$ cat src/hw/rtl/fdpd_pkg.sv
`timescale 1ns / 1ps
// ----------------------------------------------------------------------------
// fdpd_pkg
// Shared types, constants and the coil address map of the flip-dot driver.
// ----------------------------------------------------------------------------
package fdpd_pkg;

  localparam int SHADOW_DEPTH = 16384;
  localparam int SHADOW_AW    = $clog2(SHADOW_DEPTH);
  localparam int IDX_W        = 16;
  localparam logic [IDX_W:0] SHADOW_LIMIT = (IDX_W + 1)'(SHADOW_DEPTH);

  localparam logic [4:0] TABLE_SIZE = 5'd28;

  localparam logic [15:0] ADDR_SET_BITS = 16'h2000 | 16'h4000;
  localparam logic [15:0] ADDR_RST_BITS = 16'h8000;
  localparam logic [15:0] ADDR_ODD_BIT  = 16'h0080;

  localparam int PADDR_W = 4;

  typedef enum logic [1:0] {
    REG_PANEL_WIDTH  = 2'd0,
    REG_PANEL_HEIGHT = 2'd1,
    REG_PANEL_COUNT  = 2'd2,
    REG_STACKED      = 2'd3
  } reg_index_t;

  typedef enum logic [0:0] {
    OP_FORCE = 1'b0,
    OP_FRAME = 1'b1
  } opcode_t;

  typedef enum logic [2:0] {
    ST_CLEAR,
    ST_IDLE,
    ST_CHECK,
    ST_READ,
    ST_DIV,
    ST_FORM,
    ST_DRIVE,
    ST_RELEASE
  } fsm_state_t;

  typedef struct packed {
    logic [4:0] panel_width;
    logic [4:0] panel_height;
    logic [3:0] panel_count;
    logic       stacked;
  } cfg_t;

  typedef struct packed {
    logic load;
    logic clr_step;
    logic shadow_wr;
    logic div_step;
    logic load_out;
    logic release_word;
  } cmd_t;

  typedef struct packed {
    logic clr_done;
    logic oob;
    logic op_frame;
    logic idx_ok;
    logic same;
    logic div_done;
  } status_t;

  function automatic logic [4:0] addr_map(input logic [4:0] idx);
    logic [4:0] v;
    case (idx)
      5'd0:    v = 5'd16;
      5'd1:    v = 5'd8;
      5'd2:    v = 5'd24;
      5'd3:    v = 5'd4;
      5'd4:    v = 5'd20;
      5'd5:    v = 5'd12;
      5'd6:    v = 5'd28;
      5'd7:    v = 5'd18;
      5'd8:    v = 5'd10;
      5'd9:    v = 5'd26;
      5'd10:   v = 5'd6;
      5'd11:   v = 5'd22;
      5'd12:   v = 5'd14;
      5'd13:   v = 5'd30;
      5'd14:   v = 5'd17;
      5'd15:   v = 5'd9;
      5'd16:   v = 5'd25;
      5'd17:   v = 5'd5;
      5'd18:   v = 5'd21;
      5'd19:   v = 5'd13;
      5'd20:   v = 5'd29;
      5'd21:   v = 5'd19;
      5'd22:   v = 5'd11;
      5'd23:   v = 5'd27;
      5'd24:   v = 5'd7;
      5'd25:   v = 5'd23;
      5'd26:   v = 5'd15;
      5'd27:   v = 5'd31;
      default: v = 5'd16;
    endcase
    return v;
  endfunction

endpackage

$ cat src/hw/rtl/fdpd_regs.sv
`timescale 1ns / 1ps
// ----------------------------------------------------------------------------
// fdpd_regs
// APB configuration registers: panel geometry and stacking mode.
// ----------------------------------------------------------------------------
module fdpd_regs (
  input  logic                         clk,
  input  logic                         rst,
  input  logic                         psel,
  input  logic                         penable,
  input  logic                         pwrite,
  input  logic [fdpd_pkg::PADDR_W-1:0] paddr,
  input  logic [31:0]                  pwdata,
  output logic [31:0]                  prdata,
  output logic                         pready,
  output fdpd_pkg::cfg_t               cfg
);

  fdpd_pkg::reg_index_t sel;
  logic                 wr;

  assign pready = 1'b1;
  assign sel    = fdpd_pkg::reg_index_t'(paddr[3:2]);
  assign wr     = psel & penable & pwrite & pready;

  always_ff @(posedge clk) begin
    if (rst) begin
      cfg.panel_width  <= 5'd28;
      cfg.panel_height <= 5'd28;
      cfg.panel_count  <= 4'd1;
      cfg.stacked      <= 1'b0;
    end else if (wr) begin
      case (sel)
        fdpd_pkg::REG_PANEL_WIDTH:  cfg.panel_width  <= pwdata[4:0];
        fdpd_pkg::REG_PANEL_HEIGHT: cfg.panel_height <= pwdata[4:0];
        fdpd_pkg::REG_PANEL_COUNT:  cfg.panel_count  <= pwdata[3:0];
        fdpd_pkg::REG_STACKED:      cfg.stacked      <= pwdata[0];
        default: ;
      endcase
    end
  end

  always_comb begin
    case (sel)
      fdpd_pkg::REG_PANEL_WIDTH:  prdata = {27'd0, cfg.panel_width};
      fdpd_pkg::REG_PANEL_HEIGHT: prdata = {27'd0, cfg.panel_height};
      fdpd_pkg::REG_PANEL_COUNT:  prdata = {28'd0, cfg.panel_count};
      fdpd_pkg::REG_STACKED:      prdata = {31'd0, cfg.stacked};
      default:                    prdata = 32'd0;
    endcase
  end

endmodule

$ cat config.mk
export PLATFORM = sky130hd
export DESIGN_NAME = fdpd_regs
export DESIGN_NICKNAME = d
export VERILOG_FILES = /design/src/hw/rtl/fdpd_pkg.sv /design/src/hw/rtl/fdpd_regs.sv
export SDC_FILE = /design/constraint.sdc
export NUM_CORES = 1
export LEC_CHECK = 0
export BUFFER_PORTS_ARGS = -buffer_cell sky130_fd_sc_hd__buf_4
export CORE_MARGIN = 4
export CORE_UTILIZATION = 40
export DETAILED_ROUTE_END_ITERATION = 12
export HOLD_SLACK_MARGIN = 0.06
export PLACE_DENSITY = 0.85
export SYNTH_ARGS = -nofsm -noshare
export SYNTH_HDL_FRONTEND = slang
export SYNTH_SLANG_ARGS = --single-unit
$ cat constraint.sdc
create_clock -name clk -period 2.11 [get_ports clk]
set_input_delay 0.422 -clock clk [delete_from_list [all_inputs] [get_ports clk]]
set_output_delay 0.422 -clock clk [all_outputs]
set_load 0.01 [all_outputs]
* Word level (Yosys, flattened, before mapping)
Cells that the tools add are included. Widths: inputs -> output; s select.
Word-level totals: bits in registers 15, input bits 41, word-level logic and storage cells 15, output and inout bits 48
Cells by class: bitwise operators 2, eq/ne operators 3, reductions and logical operators 5, mux-type cells 1
Operator list (number):
- $pmux 32 s4 | 1
- $reduce_and 2->1 | 4
- $eq 2x2->1 const B | 2
- $and 1x1->1 | 2
- $eq 2x1->1 const B | 1
- $logic_not 2->1 | 1

* Longest topological paths before layout
depth after elaboration 3, mapped depth 5, mapped depth without buffers 3

* Worst setup path before layout
No wires, ideal clock.
path kind input-to-output, from input paddr[2] (netlist name), to output prdata[0], buffers on the path 1, required time 1688 ps, setup slack 527 ps, cell stages on the path 2, data arrival time 1161 ps, path through buf_6 -> mux4_1
On the way: word-level cells in the longest chain between the ends 2, elaborated cells between the ends (all ways) 5, those cells by class eq/ne: 3; mux: 1; reduce/logical: 1
Ends and longest elaborated chain:
- start, declared | line fdpd_regs.sv:12 | input logic [fdpd_pkg::PADDR_W-1:0] paddr,
- $eq 2x2->1 (tied with other cells) | line fdpd_regs.sv:44 | case (sel)
- $pmux 32 s4 * | line fdpd_regs.sv:44
- end, declared | line fdpd_regs.sv:14 | output logic [31:0] prdata,
Every way passes the cells marked *; elsewhere a longest branch is shown, timed or not. The select of a mux whose other input is x is not followed.

* Final worst setup path
Same ends and word-level chain as after synthesis.

==> impl_results.md <==
* HPWL reported at the end of detailed placement at 1.54 mm
* DR pass1 iterations at 4
* Overall power at 557 uW
* Met2 track utilization from global routing at 20.5%
* Number of flip-flops and latches in the synthesized netlist at 15
* Critical-path maximum fanout at 10
* Post-CTS Hold Fix Bufs at 0
* Maximum number of pins on one net before global-route repair at 21
* Worst setup path startpoint: paddr[2]
* Worst path buffer plus inverter count at 2
* Number of standard cells in the layout, taps in and fillers out at 163
* Power Density at 500 nW/um2
* H-tree lvl count at 1
* Syn Std Cell Area at 995 um2
* Number of buffers inserted by port buffering at 31
* Fraction of registers with async set or reset after synthesis at 0%
* Slew at the pin closest to its max-slew limit at 619 ps
* X dimension of the die at 57.9 um
* Leading post-synthesis cells by instance count: 28 x sky130_fd_sc_hd__buf_4, 15 x sky130_fd_sc_hd__dfxtp_1, 15 x sky130_fd_sc_hd__mux2i_1, 10 x sky130_fd_sc_hd__nor2_1, 7 x sky130_fd_sc_hd__nand2b_1
* Count of unresolved DRC violations after routing at 0
* Ratio of cells with drive above 1 in the final layout at 29.6%
* Clock transition at the registers of the reported paths at 90 ps
* Worst relative slew slack at 58.5%
* Crit end category: output pin
* Clock latency at the later pin of the worst-skew pair at 290 ps
* Combinational share of power at 17.7%
* Cell taking the most area after synthesis: sky130_fd_sc_hd__dfxtp_1
* Post-synth top area share at 30.2%
* Internal cell power at 399 uW
* Sw Ratio at 28.3%
* Residual overflow from global routing at 0
* Worst Min Path Start: pwdata[0]
* Highest attainable clock frequency at 0.570 GHz
* Post-route minimum period at 1750 ps
* Post-synthesis cell type count at 23
* Core Area at 2300 um2
* Setup skew after layout at 0 ps
* Number of CTS-inserted buffers at 3
* Max incr delay on CP at 560 ps
* Startpoint of the most critical register-to-register path: cfg[1]
* GRT busiest layer: met2
* P_sw at 158 uW
* Antenna Diode Count at 0
* Routed via count at 728
* Global routing met1 resource utilization at 13.9%
* Placement row count at 17
* Most common cell on crit path: sky130_fd_sc_hd__buf_4
* Max Cap Viol at 0
* Buffer type at the clock tree root: sky130_fd_sc_hd__clkbuf_4
* Initial core utilization at 43.3%
* Final weighted congestion of routability-driven global placement at 0.720
* Final max-slew violation count at 0
* Number of buffers inserted to repair setup after CTS at 0
* Flop pwr share at 52.0%
* Cell count after synthesis at 108
* Grt met3 use at 3.34%
* Overall die area at 3350 um2
* Final nets at 177
* Sequence of cells on the critical path: buf_4, mux4_1, buf_4
* Registers with the most flip-flops: cfg: 15 flops
* Placed Instances at 159
* Routed len/inst at 12.1 um
* Crit path DAT at 1330 ps
* Largest vdd supply drop at 0.000346 V
* Final setup violating endpoints at 0
* Proportion of synthesized chip area in sequential cells at 30.2%
* Share of the core filled with cells at 48.5%
* Delay-heaviest family, CP: multiplexers
* Synth-to-Final Area Change at 12.1%
* Overall routed net length at 1.97 mm
* Max reg flops at 15
* YS warnings at 0
* Setup tns final at 0 ps
* Clock tree from TritonCTS: yes
* Setup repair after global routing missed its margin: false
* Cell with the most instances after synthesis: sky130_fd_sc_hd__buf_4
* Clk network pwr share at 30.3%
* Buffer depth of the longest clock path at 2
* Number of antenna violations at the first check in global routing at 0
* Worst min-delay path category: in2reg
* Chip height at 57.9 um
* GRT Overall Usage at 12.0%
* Wire length of the first global-routing pass at 3.15 mm
* Outcome: complete, no violations
* Required @ worst endpoint at 1690 ps
* Post-route clock period utilization at 83.1%
* Post-cts sizing count at 0
* Final hold viol count at 0
* CP Class: in2out
* Worst hold slack across all endpoints at 353 ps
* Critical path launch point type: input port
* Largest Register: cfg
* Static leakage at 0.000549 uW
* Leading post-synthesis cells by cell area: sky130_fd_sc_hd__dfxtp_1 30%, sky130_fd_sc_hd__buf_4 21%, sky130_fd_sc_hd__mux2i_1 15%
* Number of enable-type register cells in the synthesized netlist at 0
* Initial detailed-routing violation count at 6
* Most instantiated flip-flop cell in the synthesis netlist: sky130_fd_sc_hd__dfxtp_1
* Mean cell area of the mapped netlist at 9.21 um2
* Number of global-route vias before repair at 723
* Via density at 4.47
* Slowest cell on crit path: sky130_fd_sc_hd__mux4_1
* CTS sink count at 15
* Number of ports placed on the die boundary at 89
* Antenna violation net count after detailed routing at 0
## per-stage QoR
step,worst slack (ps),cell area [um2]
6_report,356,1110
3_5_place_dp,350,1090
2_1_floorplan,527,1090
5_1_grt,322,1110
4_1_cts,351,1110
3_3_place_gp,344,1090
## path summary, 6_finish.rpt
kind | to | depth (start not counted) | slack [ps]
worst max register to register | cfg[1] | 2 | 1290
worst min-delay path | cfg[1] | 2 | 350
worst max-delay path | prdata[0] | 3 | 360
worst min register to register | cfg[10] | 2 | 490
## power by group through the flow
stage	clock [uW]	combinational, uW	sequential (uW)
floorplan	0	106	298
global placement	0	95.8	296
detailed placement	0	97.6	296
CTS	170	98.0	290
global route	183	109	290
finish	168	98.7	290
## routing by layer
layer	wire, um	vias to the layer above
met5	0	-
met4	31	0
met3	245	3
met2	881	47
met1	806	322
li1	-	356
## cell families after synthesis
logic type	after synthesis	share of synthesized area (%)
flops	15	30.2
mux	16	17.7
simple gates	30	16.9
compound gates	11	7.17
buf+inv	34	27.3
other cells	2	0.755
## cell type report
cell class / count / area (um2)
sequential: 15 / 300
clock buffer: 4 / 26.3
fill: 228 / 1180
multi-input combinational: 85 / 520
timing repair buffer: 31 / 233
tap: 28 / 35.0
## cell usage in the layout (no fill, tap or decap)
cell type	instances
sky130_fd_sc_hd__a211o_1	1
sky130_fd_sc_hd__a21bo_2	2
sky130_fd_sc_hd__a21boi_0	1
sky130_fd_sc_hd__a21oi_1	3
sky130_fd_sc_hd__and2_4	1
sky130_fd_sc_hd__and3_1	1
sky130_fd_sc_hd__buf_4	31
sky130_fd_sc_hd__clkbuf_1	1
sky130_fd_sc_hd__clkbuf_4	3
sky130_fd_sc_hd__conb_1	28
sky130_fd_sc_hd__dfxtp_1	15
sky130_fd_sc_hd__mux2i_1	15
sky130_fd_sc_hd__mux4_1	1
sky130_fd_sc_hd__nand2_1	4
sky130_fd_sc_hd__nand2b_1	7
sky130_fd_sc_hd__nand3_1	3
sky130_fd_sc_hd__nand3b_2	1
sky130_fd_sc_hd__nand4_1	1
sky130_fd_sc_hd__nor2_1	10
sky130_fd_sc_hd__nor2b_4	1
sky130_fd_sc_hd__nor3_2	1
sky130_fd_sc_hd__o21ai_0	4
(Power assumes the default switching activity.)
