===== config.mk =====
export PLATFORM = sky130hd
export DESIGN_NAME = fdpd_ctrl
export DESIGN_NICKNAME = d
export VERILOG_FILES = /design/src/hw/rtl/fdpd_pkg.sv /design/src/hw/rtl/fdpd_ctrl.sv
export SDC_FILE = /design/constraint.sdc
export NUM_CORES = 1
export LEC_CHECK = 0
export BUFFER_PORTS_ARGS = -buffer_cell sky130_fd_sc_hd__buf_2
export CORE_AREA = 2 2 39 41
export CTS_BUF_LIST = sky130_fd_sc_hd__clkbuf_16
export CTS_CLUSTER_DIAMETER = 200
export DETAILED_ROUTE_END_ITERATION = 7
export DIE_AREA = 0 0 41 43
export PLACE_DENSITY = 0.46
export SLEW_MARGIN = 0
export SYNTH_ARGS = -nofsm -noshare
export SYNTH_HDL_FRONTEND = slang
export SYNTH_SLANG_ARGS = --single-unit

===== constraint.sdc =====
create_clock -name clk -period 1.8 [get_ports clk]
set_clock_uncertainty 0.15 [all_clocks]
set_input_delay 0.27 -clock clk [delete_from_list [all_inputs] [get_ports clk]]
set_output_delay 0.27 -clock clk [all_outputs]
set_load 0.01 [all_outputs]

===== src/hw/rtl/fdpd_pkg.sv =====
`timescale 1ns / 1ps
// ----------------------------------------------------------------------------
// fdpd_pkg
// Shared types, constants and the coil address map of the flip-dot driver.
// ----------------------------------------------------------------------------
package fdpd_pkg;

  localparam int SHADOW_DEPTH = 16384;
  localparam int SHADOW_AW    = $clog2(SHADOW_DEPTH);
  localparam int IDX_W        = 16;
  localparam logic [IDX_W:0] SHADOW_LIMIT = (IDX_W + 1)'(SHADOW_DEPTH);

  localparam logic [4:0] TABLE_SIZE = 5'd28;

  localparam logic [15:0] ADDR_SET_BITS = 16'h2000 | 16'h4000;
  localparam logic [15:0] ADDR_RST_BITS = 16'h8000;
  localparam logic [15:0] ADDR_ODD_BIT  = 16'h0080;

  localparam int PADDR_W = 4;

  typedef enum logic [1:0] {
    REG_PANEL_WIDTH  = 2'd0,
    REG_PANEL_HEIGHT = 2'd1,
    REG_PANEL_COUNT  = 2'd2,
    REG_STACKED      = 2'd3
  } reg_index_t;

  typedef enum logic [0:0] {
    OP_FORCE = 1'b0,
    OP_FRAME = 1'b1
  } opcode_t;

  typedef enum logic [2:0] {
    ST_CLEAR,
    ST_IDLE,
    ST_CHECK,
    ST_READ,
    ST_DIV,
    ST_FORM,
    ST_DRIVE,
    ST_RELEASE
  } fsm_state_t;

  typedef struct packed {
    logic [4:0] panel_width;
    logic [4:0] panel_height;
    logic [3:0] panel_count;
    logic       stacked;
  } cfg_t;

  typedef struct packed {
    logic load;
    logic clr_step;
    logic shadow_wr;
    logic div_step;
    logic load_out;
    logic release_word;
  } cmd_t;

  typedef struct packed {
    logic clr_done;
    logic oob;
    logic op_frame;
    logic idx_ok;
    logic same;
    logic div_done;
  } status_t;

  function automatic logic [4:0] addr_map(input logic [4:0] idx);
    logic [4:0] v;
    case (idx)
      5'd0:    v = 5'd16;
      5'd1:    v = 5'd8;
      5'd2:    v = 5'd24;
      5'd3:    v = 5'd4;
      5'd4:    v = 5'd20;
      5'd5:    v = 5'd12;
      5'd6:    v = 5'd28;
      5'd7:    v = 5'd18;
      5'd8:    v = 5'd10;
      5'd9:    v = 5'd26;
      5'd10:   v = 5'd6;
      5'd11:   v = 5'd22;
      5'd12:   v = 5'd14;
      5'd13:   v = 5'd30;
      5'd14:   v = 5'd17;
      5'd15:   v = 5'd9;
      5'd16:   v = 5'd25;
      5'd17:   v = 5'd5;
      5'd18:   v = 5'd21;
      5'd19:   v = 5'd13;
      5'd20:   v = 5'd29;
      5'd21:   v = 5'd19;
      5'd22:   v = 5'd11;
      5'd23:   v = 5'd27;
      5'd24:   v = 5'd7;
      5'd25:   v = 5'd23;
      5'd26:   v = 5'd15;
      5'd27:   v = 5'd31;
      default: v = 5'd16;
    endcase
    return v;
  endfunction

endpackage


===== src/hw/rtl/fdpd_ctrl.sv =====
`timescale 1ns / 1ps
// ----------------------------------------------------------------------------
// fdpd_ctrl
// Sequencer: shadow clear, bounds check, shadow compare, panel divide,
// drive word and release word.
// ----------------------------------------------------------------------------
module fdpd_ctrl (
  input  logic                clk,
  input  logic                rst,
  input  logic                req_valid,
  output logic                req_ready,
  output logic                rsp_valid,
  output logic                rsp_last,
  input  logic                rsp_ready,
  input  fdpd_pkg::status_t   status,
  output fdpd_pkg::cmd_t      cmd
);

  fdpd_pkg::fsm_state_t state, state_next;

  always_ff @(posedge clk) begin
    if (rst) begin
      state <= fdpd_pkg::ST_CLEAR;
    end else begin
      state <= state_next;
    end
  end

  always_comb begin
    state_next = state;
    case (state)
      fdpd_pkg::ST_CLEAR: begin
        if (status.clr_done) state_next = fdpd_pkg::ST_IDLE;
      end
      fdpd_pkg::ST_IDLE: begin
        if (req_valid) state_next = fdpd_pkg::ST_CHECK;
      end
      fdpd_pkg::ST_CHECK: begin
        if (status.oob) begin
          state_next = fdpd_pkg::ST_IDLE;
        end else if (status.op_frame && status.idx_ok) begin
          state_next = fdpd_pkg::ST_READ;
        end else begin
          state_next = fdpd_pkg::ST_DIV;
        end
      end
      fdpd_pkg::ST_READ: begin
        state_next = status.same ? fdpd_pkg::ST_IDLE : fdpd_pkg::ST_DIV;
      end
      fdpd_pkg::ST_DIV: begin
        if (status.div_done) state_next = fdpd_pkg::ST_FORM;
      end
      fdpd_pkg::ST_FORM: begin
        state_next = fdpd_pkg::ST_DRIVE;
      end
      fdpd_pkg::ST_DRIVE: begin
        if (rsp_ready) state_next = fdpd_pkg::ST_RELEASE;
      end
      fdpd_pkg::ST_RELEASE: begin
        if (rsp_ready) state_next = fdpd_pkg::ST_IDLE;
      end
      default: state_next = fdpd_pkg::ST_CLEAR;
    endcase
  end

  always_comb begin
    cmd       = '0;
    req_ready = 1'b0;
    rsp_valid = 1'b0;
    rsp_last  = 1'b0;
    case (state)
      fdpd_pkg::ST_CLEAR: cmd.clr_step = 1'b1;
      fdpd_pkg::ST_IDLE: begin
        req_ready = 1'b1;
        cmd.load  = req_valid;
      end
      fdpd_pkg::ST_CHECK: ;
      fdpd_pkg::ST_READ: cmd.shadow_wr = ~status.same;
      fdpd_pkg::ST_DIV:  cmd.div_step  = ~status.div_done;
      fdpd_pkg::ST_FORM: cmd.load_out  = 1'b1;
      fdpd_pkg::ST_DRIVE: rsp_valid = 1'b1;
      fdpd_pkg::ST_RELEASE: begin
        rsp_valid        = 1'b1;
        rsp_last         = 1'b1;
        cmd.release_word = 1'b1;
      end
      default: ;
    endcase
  end

endmodule


==> Word-level counts from Yosys, hierarchy flattened <==
Cells that the tools add are included.
{ "word_totals": {"word_cells": 36, "regBits": 3, "out_inout_bits": 9, "input_bits": 10} }
{ "classes": {"n_eq_ne": 12, "reduce_logical": 4, "n_bitwise": 2, "mux": 17} }
{ "op_table": {"columns": ["op", "count"], "rows": [
  ["two-way mux 3 bit", 8],
  ["case mux 3 bit (8 select lines)", 1],
  ["equality test 3 bit (second input constant)", 4],
  ["!= test 2 bit (second input constant)", 5],
  ["two-way mux 1 bit", 8],
  ["equality test 3 x 2 -> 1 bit (second input constant)", 2],
  ["AND reduction 5 bit", 1],
  ["equality test 3 x 1 -> 1 bit (second input constant)", 1],
  ["zero test 3 bit", 1],
  ["inverter 1 bit", 2],
  ["OR reduction 2 bit", 1],
  ["logical AND 1 bit", 1]
]} }

==> Longest topological paths before layout <==
Gate-level depths: netlist of the first run.
{ "depth": {"depth_word": 4, "ltp_mapped": 5, "mapped_depth_nobuf": 4} }

==> Worst setup path before layout of the first run <==
Ideal clock, no wire load.
{ "synth_timing": {"path_kind": "reg-to-reg", "startpoint": "register state[2]", "endpoint": "register state[2]", "path_stages_with_launch": 5, "period_less_slack_ns": 1.420, "arrival_ns": 1.210, "setup_time_ns": 0.061, "path_buffers": 1, "path_slack_ns": 0.380, "required_ns": 1.589, "path_cell_list": "dfxtp_1 buf_4 inv_2 nor4_1 o41a_1"} }
{ "synth_between": {"elab_chain_cells": 3, "word_cells_on_any_way": 15, "cone_classes": "eq/ne: 12; mux: 1; reduce/logical: 2"} }
{ "synth_rtl": {"columns": ["item", "line_no", "text"], "rows": [
  ["start, declared", "fdpd_ctrl.sv:19", "fdpd_pkg::fsm_state_t state, state_next;"],
  ["start signal, assigned", "fdpd_ctrl.sv:23", "state <= fdpd_pkg::ST_CLEAR;"],
  ["start signal, assigned", "fdpd_ctrl.sv:25", "state <= state_next;"],
  ["equality test 3 bit (tied with other cells)", "fdpd_ctrl.sv:31", "case (state)"],
  ["!= test 2 bit (no source line)", null, null],
  ["AND reduction 5 bit (no source line)", null, null]
]} }
Parallel ways exist; a longest one is shown, timed or not.
A chain may end at the register's enable or synchronous reset.

==> flow_summary.ini, run 1 <==
[routing]
wl_per_cell_um = 9.46
drc = 0
ant_nets = 0
routed_via_density = 4.61
drt-total-wl_um = 719
vias = 350
firstDrtPassIters = 2
drt_iter0_markers = 7

[synthesis]
ys_warn_count = 0
synthXorXnorAreaFrac = 0
synthArstFlopShare = 0
synth_compound_area_frac = 0.280
synth_nets = 52
synth_edf_count = 0
synthAdderAreaFrac = 0
ys_seq_area_frac = 0.201
synth_simple_gate_area_frac = 0.335
synthFlopType = dfxtp_1
syn_inst = 42
syn_area_um2 = 299
synth_top_family_by_area = simple AND/OR/NAND/NOR gates
avgSynthCellArea_um2 = 7.12
synth_cell_types = 20
ys_ff_latch = 3
synth.area.mux_share = 0.0335

[layout]
top_regs = state x3
top_register = state
largest_reg_flops = 3
nets = 71
diodes = 0
layout_common_cells = 18 x buf_2, 7 x nor2_1, 6 x a21oi_1
final_common_cell = buf_2
drive_gt1_frac = 0.450
utilization = 0.328
area_growth_pct = 51.9

[hold_path]
holdPathEnd = state[1]
holdCritPathClass = in -> reg
hold-path-cell-count = 2
hold_start = rst

[clocking]
clock_tree.root_cell = clkbuf_16
cts.sinks = 3
postCtsSetupBuffers = 0
hold_buffers = 0
clock_latency_ns = 0.22
clkTransAtPathRegs_ns = 0.03
clockBufferDepth = 2
post_cts_resized = 0
cts_tree = done
cts_buffers = 3
cts.htree.levels = 1

[sta]
setup_violations = 0
worst_hold_slack_ns = 0.0944
rsz0062_at_grt = no
tns_ns = 0
relSlewSlack = 0.796
final-hold-violation-count = 0
finalMaxSlewViolations = 0
post-route-period-util = 0.915
period_minus_slack_ns = 1.65
fmax_mhz = 607
worst_pin_slew_ns = 0.303

[pwr]
p_leak_nw = 0.216
clock_power_share = 0.698
switchingPower_uw = 104
power_density_nw_per_um2 = 1090
swShare = 0.210
ir_worst_vdd_uv = 422
power_frac_comb = 0.127
power.total_uw = 495
p_int_uw = 391
seq_power_share = 0.175

[grt]
antenna_found_initial = 0
grt_use_total = 0.110
grt_start_max_net_pins = 14
grt_pass1_vias = 338
grt_pass1_wl_um = 1280
gr-total-overflow = 0

[job]
maxCapViolations = 0

[floorplan]
ioPinCount = 19
initial_core_util = 0.216
fp.dieH_um = 43
die_area_um2 = 1760
rows = 14
fp.coreArea_um2 = 1380
die_w_um = 41

[worst_setup_path]
critPathMaxStageDelay_ns = 0.40
r2r_start = state[1]
cp.required_ns = 1.38
critPathMaxFanout = 10
worst_setup_path_end_kind = primary output
cp_slowest_cell = dfxtp_2
crit_buf_inv = 2
r2r-end = state[0]
path_cells = inv_2, nor4_1, buf_2
r2r_slack_ns = 0.39
worstPathArrival_ns = 1.23
critical-path-top-delay-family = flip-flops
reg2reg_depth = 4
timing_worst_setup_path_type = reg -> out
cp-start-kind = flop

[run_status]
status = finished clean

[placed_design]
gp_congestion = 0.664
hpwl_um = 590
port-buffer-count = 18
worst reg2reg max path, delay by kind of cell, from the launching register on:
family	cells	cell delay, ns
and+or+nand+nor	1	0.16
AOI/OAI and AO/OA	3	0.61
DFF	1	0.37
power groups by stage:
stage / registers, mW / clock network, mW / logic (mW)
detailed placement: 0.0861 / 0 / 0.0641
CTS: 0.0853 / 0.353 / 0.0643
global placement: 0.0872 / 0 / 0.0644
global route: 0.0885 / 0.361 / 0.0722
finish: 0.0865 / 0.345 / 0.0631
floorplan: 0.0761 / 0 / 0.0551
through the flow:
stage	instances	setup slack [ns]	instance area [µm²]
floorplan	42	0.380	299
global placement	72	0.247	372
detailed placement	72	0.267	372
CTS	76	0.0258	450
global route	76	0.0493	454
finish	76	0.152	454
how the worst max path moves through the flow:
stage	end	depth (start not counted)	slack [ns]	from
2_1_floorplan	state[2]	4	0.38	state[2]
3_3_place_gp	state[0]	4	0.25	state[0]
3_5_place_dp	cmd[2]	3	0.27	state[2]
4_1_cts	cmd[2]	3	0.03	state[2]
5_1_grt	cmd[2]	3	0.05	state[2]
6_report	cmd[2]	3	0.15	state[2]
synthesized netlist by cell type, drive strengths merged (2+ instances only):
cell	n	area, µm²
nand2	2	7.51
a21oi	6	30.0
nor2	7	26.3
nor2b	2	12.5
and2	3	18.8
inv	2	7.50
dfxtp	3	60.1
nor3	3	15.0
o21ai	3	18.8
buf	4	37.5
kinds of logic (layout without fill, tap and decap cells):
| group | count (synthesis) | count (layout) |
|---|---|---|
| flip-flops | 3 | 3 |
| AND/OR/NAND/NOR | 20 | 20 |
| AO/OA/AOI/OAI | 12 | 12 |
| multiplexers | 1 | 1 |
| buffers and inverters | 6 | 24 |
cell type report:
type                       instances  area [µm²]
fill                             164         930
multi-input combinational         33         194
timing repair buffer              18        90.1
clock buffer                       3        75.1
sequential                         3        63.8
tap                               16        20.0
inverter                           2        7.51
clock inverter                     1        3.75
per-layer routing:
metal  track usage  wire length (µm)
met1         0.116               272
met2         0.166               357
met3        0.0314                67
met4         0.100                21
met5             0                 0
No activity file was read; power rests on OpenSTA's default activity.
==> inputs of run 2 (changes only) <==
--- a/config.mk
+++ b/config.mk
@@ -5,13 +5,14 @@
 export SDC_FILE = /design/constraint.sdc
 export NUM_CORES = 1
 export LEC_CHECK = 0
+export ABC_AREA = 1
 export BUFFER_PORTS_ARGS = -buffer_cell sky130_fd_sc_hd__buf_2
 export CORE_AREA = 2 2 39 41
 export CTS_BUF_LIST = sky130_fd_sc_hd__clkbuf_16
 export CTS_CLUSTER_DIAMETER = 200
 export DETAILED_ROUTE_END_ITERATION = 7
 export DIE_AREA = 0 0 41 43
-export PLACE_DENSITY = 0.46
+export PLACE_DENSITY = 0.51
 export SLEW_MARGIN = 0
 export SYNTH_ARGS = -nofsm -noshare
 export SYNTH_HDL_FRONTEND = slang
==> run 2 against run 1 <==
Sequential power rose by 71%. Clock-buffer cell count did not move. Flip-flop and latch count is the same. Utilization increased by 4.7 points. Critical endpoint is now cmd[3].
==> flow_summary.ini, run 2 <==
[grt]
antenna_found_initial = 0
gr-total-overflow = 0
grt_start_max_net_pins = 10
grt_pass1_wl_um = 1310
grt_use_total = 0.113
grt_pass1_vias = 346

[sta]
finalMaxSlewViolations = 0
worst_hold_slack_ns = 0.174
tns_ns = 0
relSlewSlack = 0.769
setup_violations = 0
rsz0062_at_grt = no
worst_slack_ns = 0.153
post-route-period-util = 0.915
worst_pin_slew_ns = 0.346
period_minus_slack_ns = 1.65
final-hold-violation-count = 0
fmax_mhz = 607

[routing]
routed_via_density = 4.08
firstDrtPassIters = 2
drt-total-wl_um = 844
drt_iter0_markers = 2
wl_per_cell_um = 8.53
ant_nets = 0
drc = 0
vias = 404

[layout]
drive_gt1_frac = 0.398
largest_reg_flops = 3
top_regs = state x3
nets = 94
top_register = state
stdcell_count = 99
fill_cells = 164
layout_common_cells = 18 x buf_2, 13 x nand2_1, 12 x nor2_1, 11 x inv_1
fin_area_um2 = 519
area_growth_pct = 44.1
final_common_cell = buf_2
diodes = 0

[synthesis]
syn_inst = 64
ys_seq_area_frac = 0.167
syn_area_um2 = 360
synthFlopType = dfxtp_1
synth_most_common_cell = nand2_1
avgSynthCellArea_um2 = 5.63
synth_commonest_cells = 13 x nand2_1, 12 x nor2_1, 10 x inv_1
yosysTopAreaCellShare = 0.167
synth_cell_types = 16
synthArstFlopShare = 0
ys_warn_count = 0
synth_edf_count = 0
synth_top_cell_by_area = dfxtp_1
ys_ff_latch = 3
synth_nets = 74
ys_top_cells_by_area = dfxtp_1 17%, nand2_1 14%, nor2_1 13%

[clocking]
clkTransAtPathRegs_ns = 0.03
cts_buffers = 3
cts.sinks = 3
cts_tree = done
postCtsSetupBuffers = 0
post_cts_resized = 0
clockBufferDepth = 2
hold_buffers = 0
clock_tree.root_cell = clkbuf_16
cts.htree.levels = 1
clock_latency_ns = 0.22

[pwr]
clock_power_share = 0.413
power_frac_comb = 0.409
power_density_nw_per_um2 = 1610
seq_power_share = 0.178
p_leak_nw = 0.322
ir_worst_vdd_uv = 700
swShare = 0.385
p_int_uw = 514
switchingPower_uw = 322

[worst_setup_path]
worstPathArrival_ns = 1.23
worst_setup_path_end_kind = primary output
timing_worst_setup_path_type = reg -> out
critPathMaxStageDelay_ns = 0.50
cp-start-kind = flop
cp.required_ns = 1.38
critPathMaxFanout = 8
cp_slowest_cell = dfxtp_1
path_cells = nand2_2, nor2_1, nand2_1, inv_1, buf_2

[placed_design]
hpwl_um = 689
gp_congestion = 0.705
dp.cells = 95
placed_area_um2 = 440
port-buffer-count = 18
pre_cts_ws_ns = 0.379

[floorplan]
fp.dieH_um = 43
rows = 14
die_area_um2 = 1760
die_w_um = 41
initial_core_util = 0.260
ioPinCount = 19
fp.coreArea_um2 = 1380

[hold_path]
holdCritPathClass = in -> reg

[run_status]
status = finished clean

[job]
maxCapViolations = 0
==> run 2: power groups by stage <==
| stage | Combinational (mW) | Sequential [mW] | Clock (mW) |
|---|---|---|---|
| 2_1_floorplan | 0.313 | 0.114 | 0 |
| 3_3_place_gp | 0.348 | 0.147 | 0 |
| 3_5_place_dp | 0.347 | 0.149 | 0 |
| 4_1_cts | 0.347 | 0.148 | 0.350 |
| 5_1_grt | 0.394 | 0.153 | 0.358 |
| 6_report | 0.342 | 0.148 | 0.345 |
==> run 2: kinds of logic (layout without fill, tap and decap cells) <==
| kind of cell | after synthesis | after routing | share of synthesized area |
|---|---|---|---|
| flops | 3 | 3 | 0.167 |
| compound gates | 3 | 3 | 0.0486 |
| simple gates | 43 | 43 | 0.576 |
| buf+inv | 15 | 34 | 0.208 |
==> run 2: path summary, 6_finish.rpt <==
path,startpoint,end,slack [ns],depth (start not counted)
setup / recovery,state[1],cmd[3],0.15,5
hold / removal,rst,state[1],0.17,4
setup reg to reg,state[2],state[0],0.39,7
hold reg to reg,state[0],state[0],0.45,2
==> run 2: metal layers <==
metal / part of all wire / up-vias / wire length [µm] / global-route usage
met4: 0.023 / 0 / 19 / 0.0800
met1: 0.47 / 158 / 400 / 0.135
li1: - / 229 / - / -
met3: 0.077 / 2 / 65 / 0.0471
met2: 0.42 / 15 / 358 / 0.156
met5: 0 / - / 0 / 0
==> run 2: layout make-up <==
class	instances	area [µm²]	share of cell area
Tap cell	16	20.0	0.0386
Clock buffer	3	75.1	0.145
Inverter	12	45.0	0.0867
Clock inverter	1	3.75	0.00723
Multi-Input combinational cell	46	225	0.434
Sequential cell	3	60.1	0.116
Timing Repair Buffer	18	90.1	0.173
==> run 2: critical path: cells and delay by family (launching register included) <==
| family | cells | cell delay, ns |
|---|---|---|
| buffers and inverters | 2 | 0.16 |
| flip-flops | 1 | 0.50 |
| AND/OR/NAND/NOR | 3 | 0.34 |
==> run 2: metrics by stage <==
stage | utilization | total power, mW
after global routing | 0.375 | 0.905
final | 0.375 | 0.836
after floorplan | - | 0.427
after CTS | 0.375 | 0.845
after detailed placement | 0.318 | 0.496
after global placement | 0.318 | 0.494
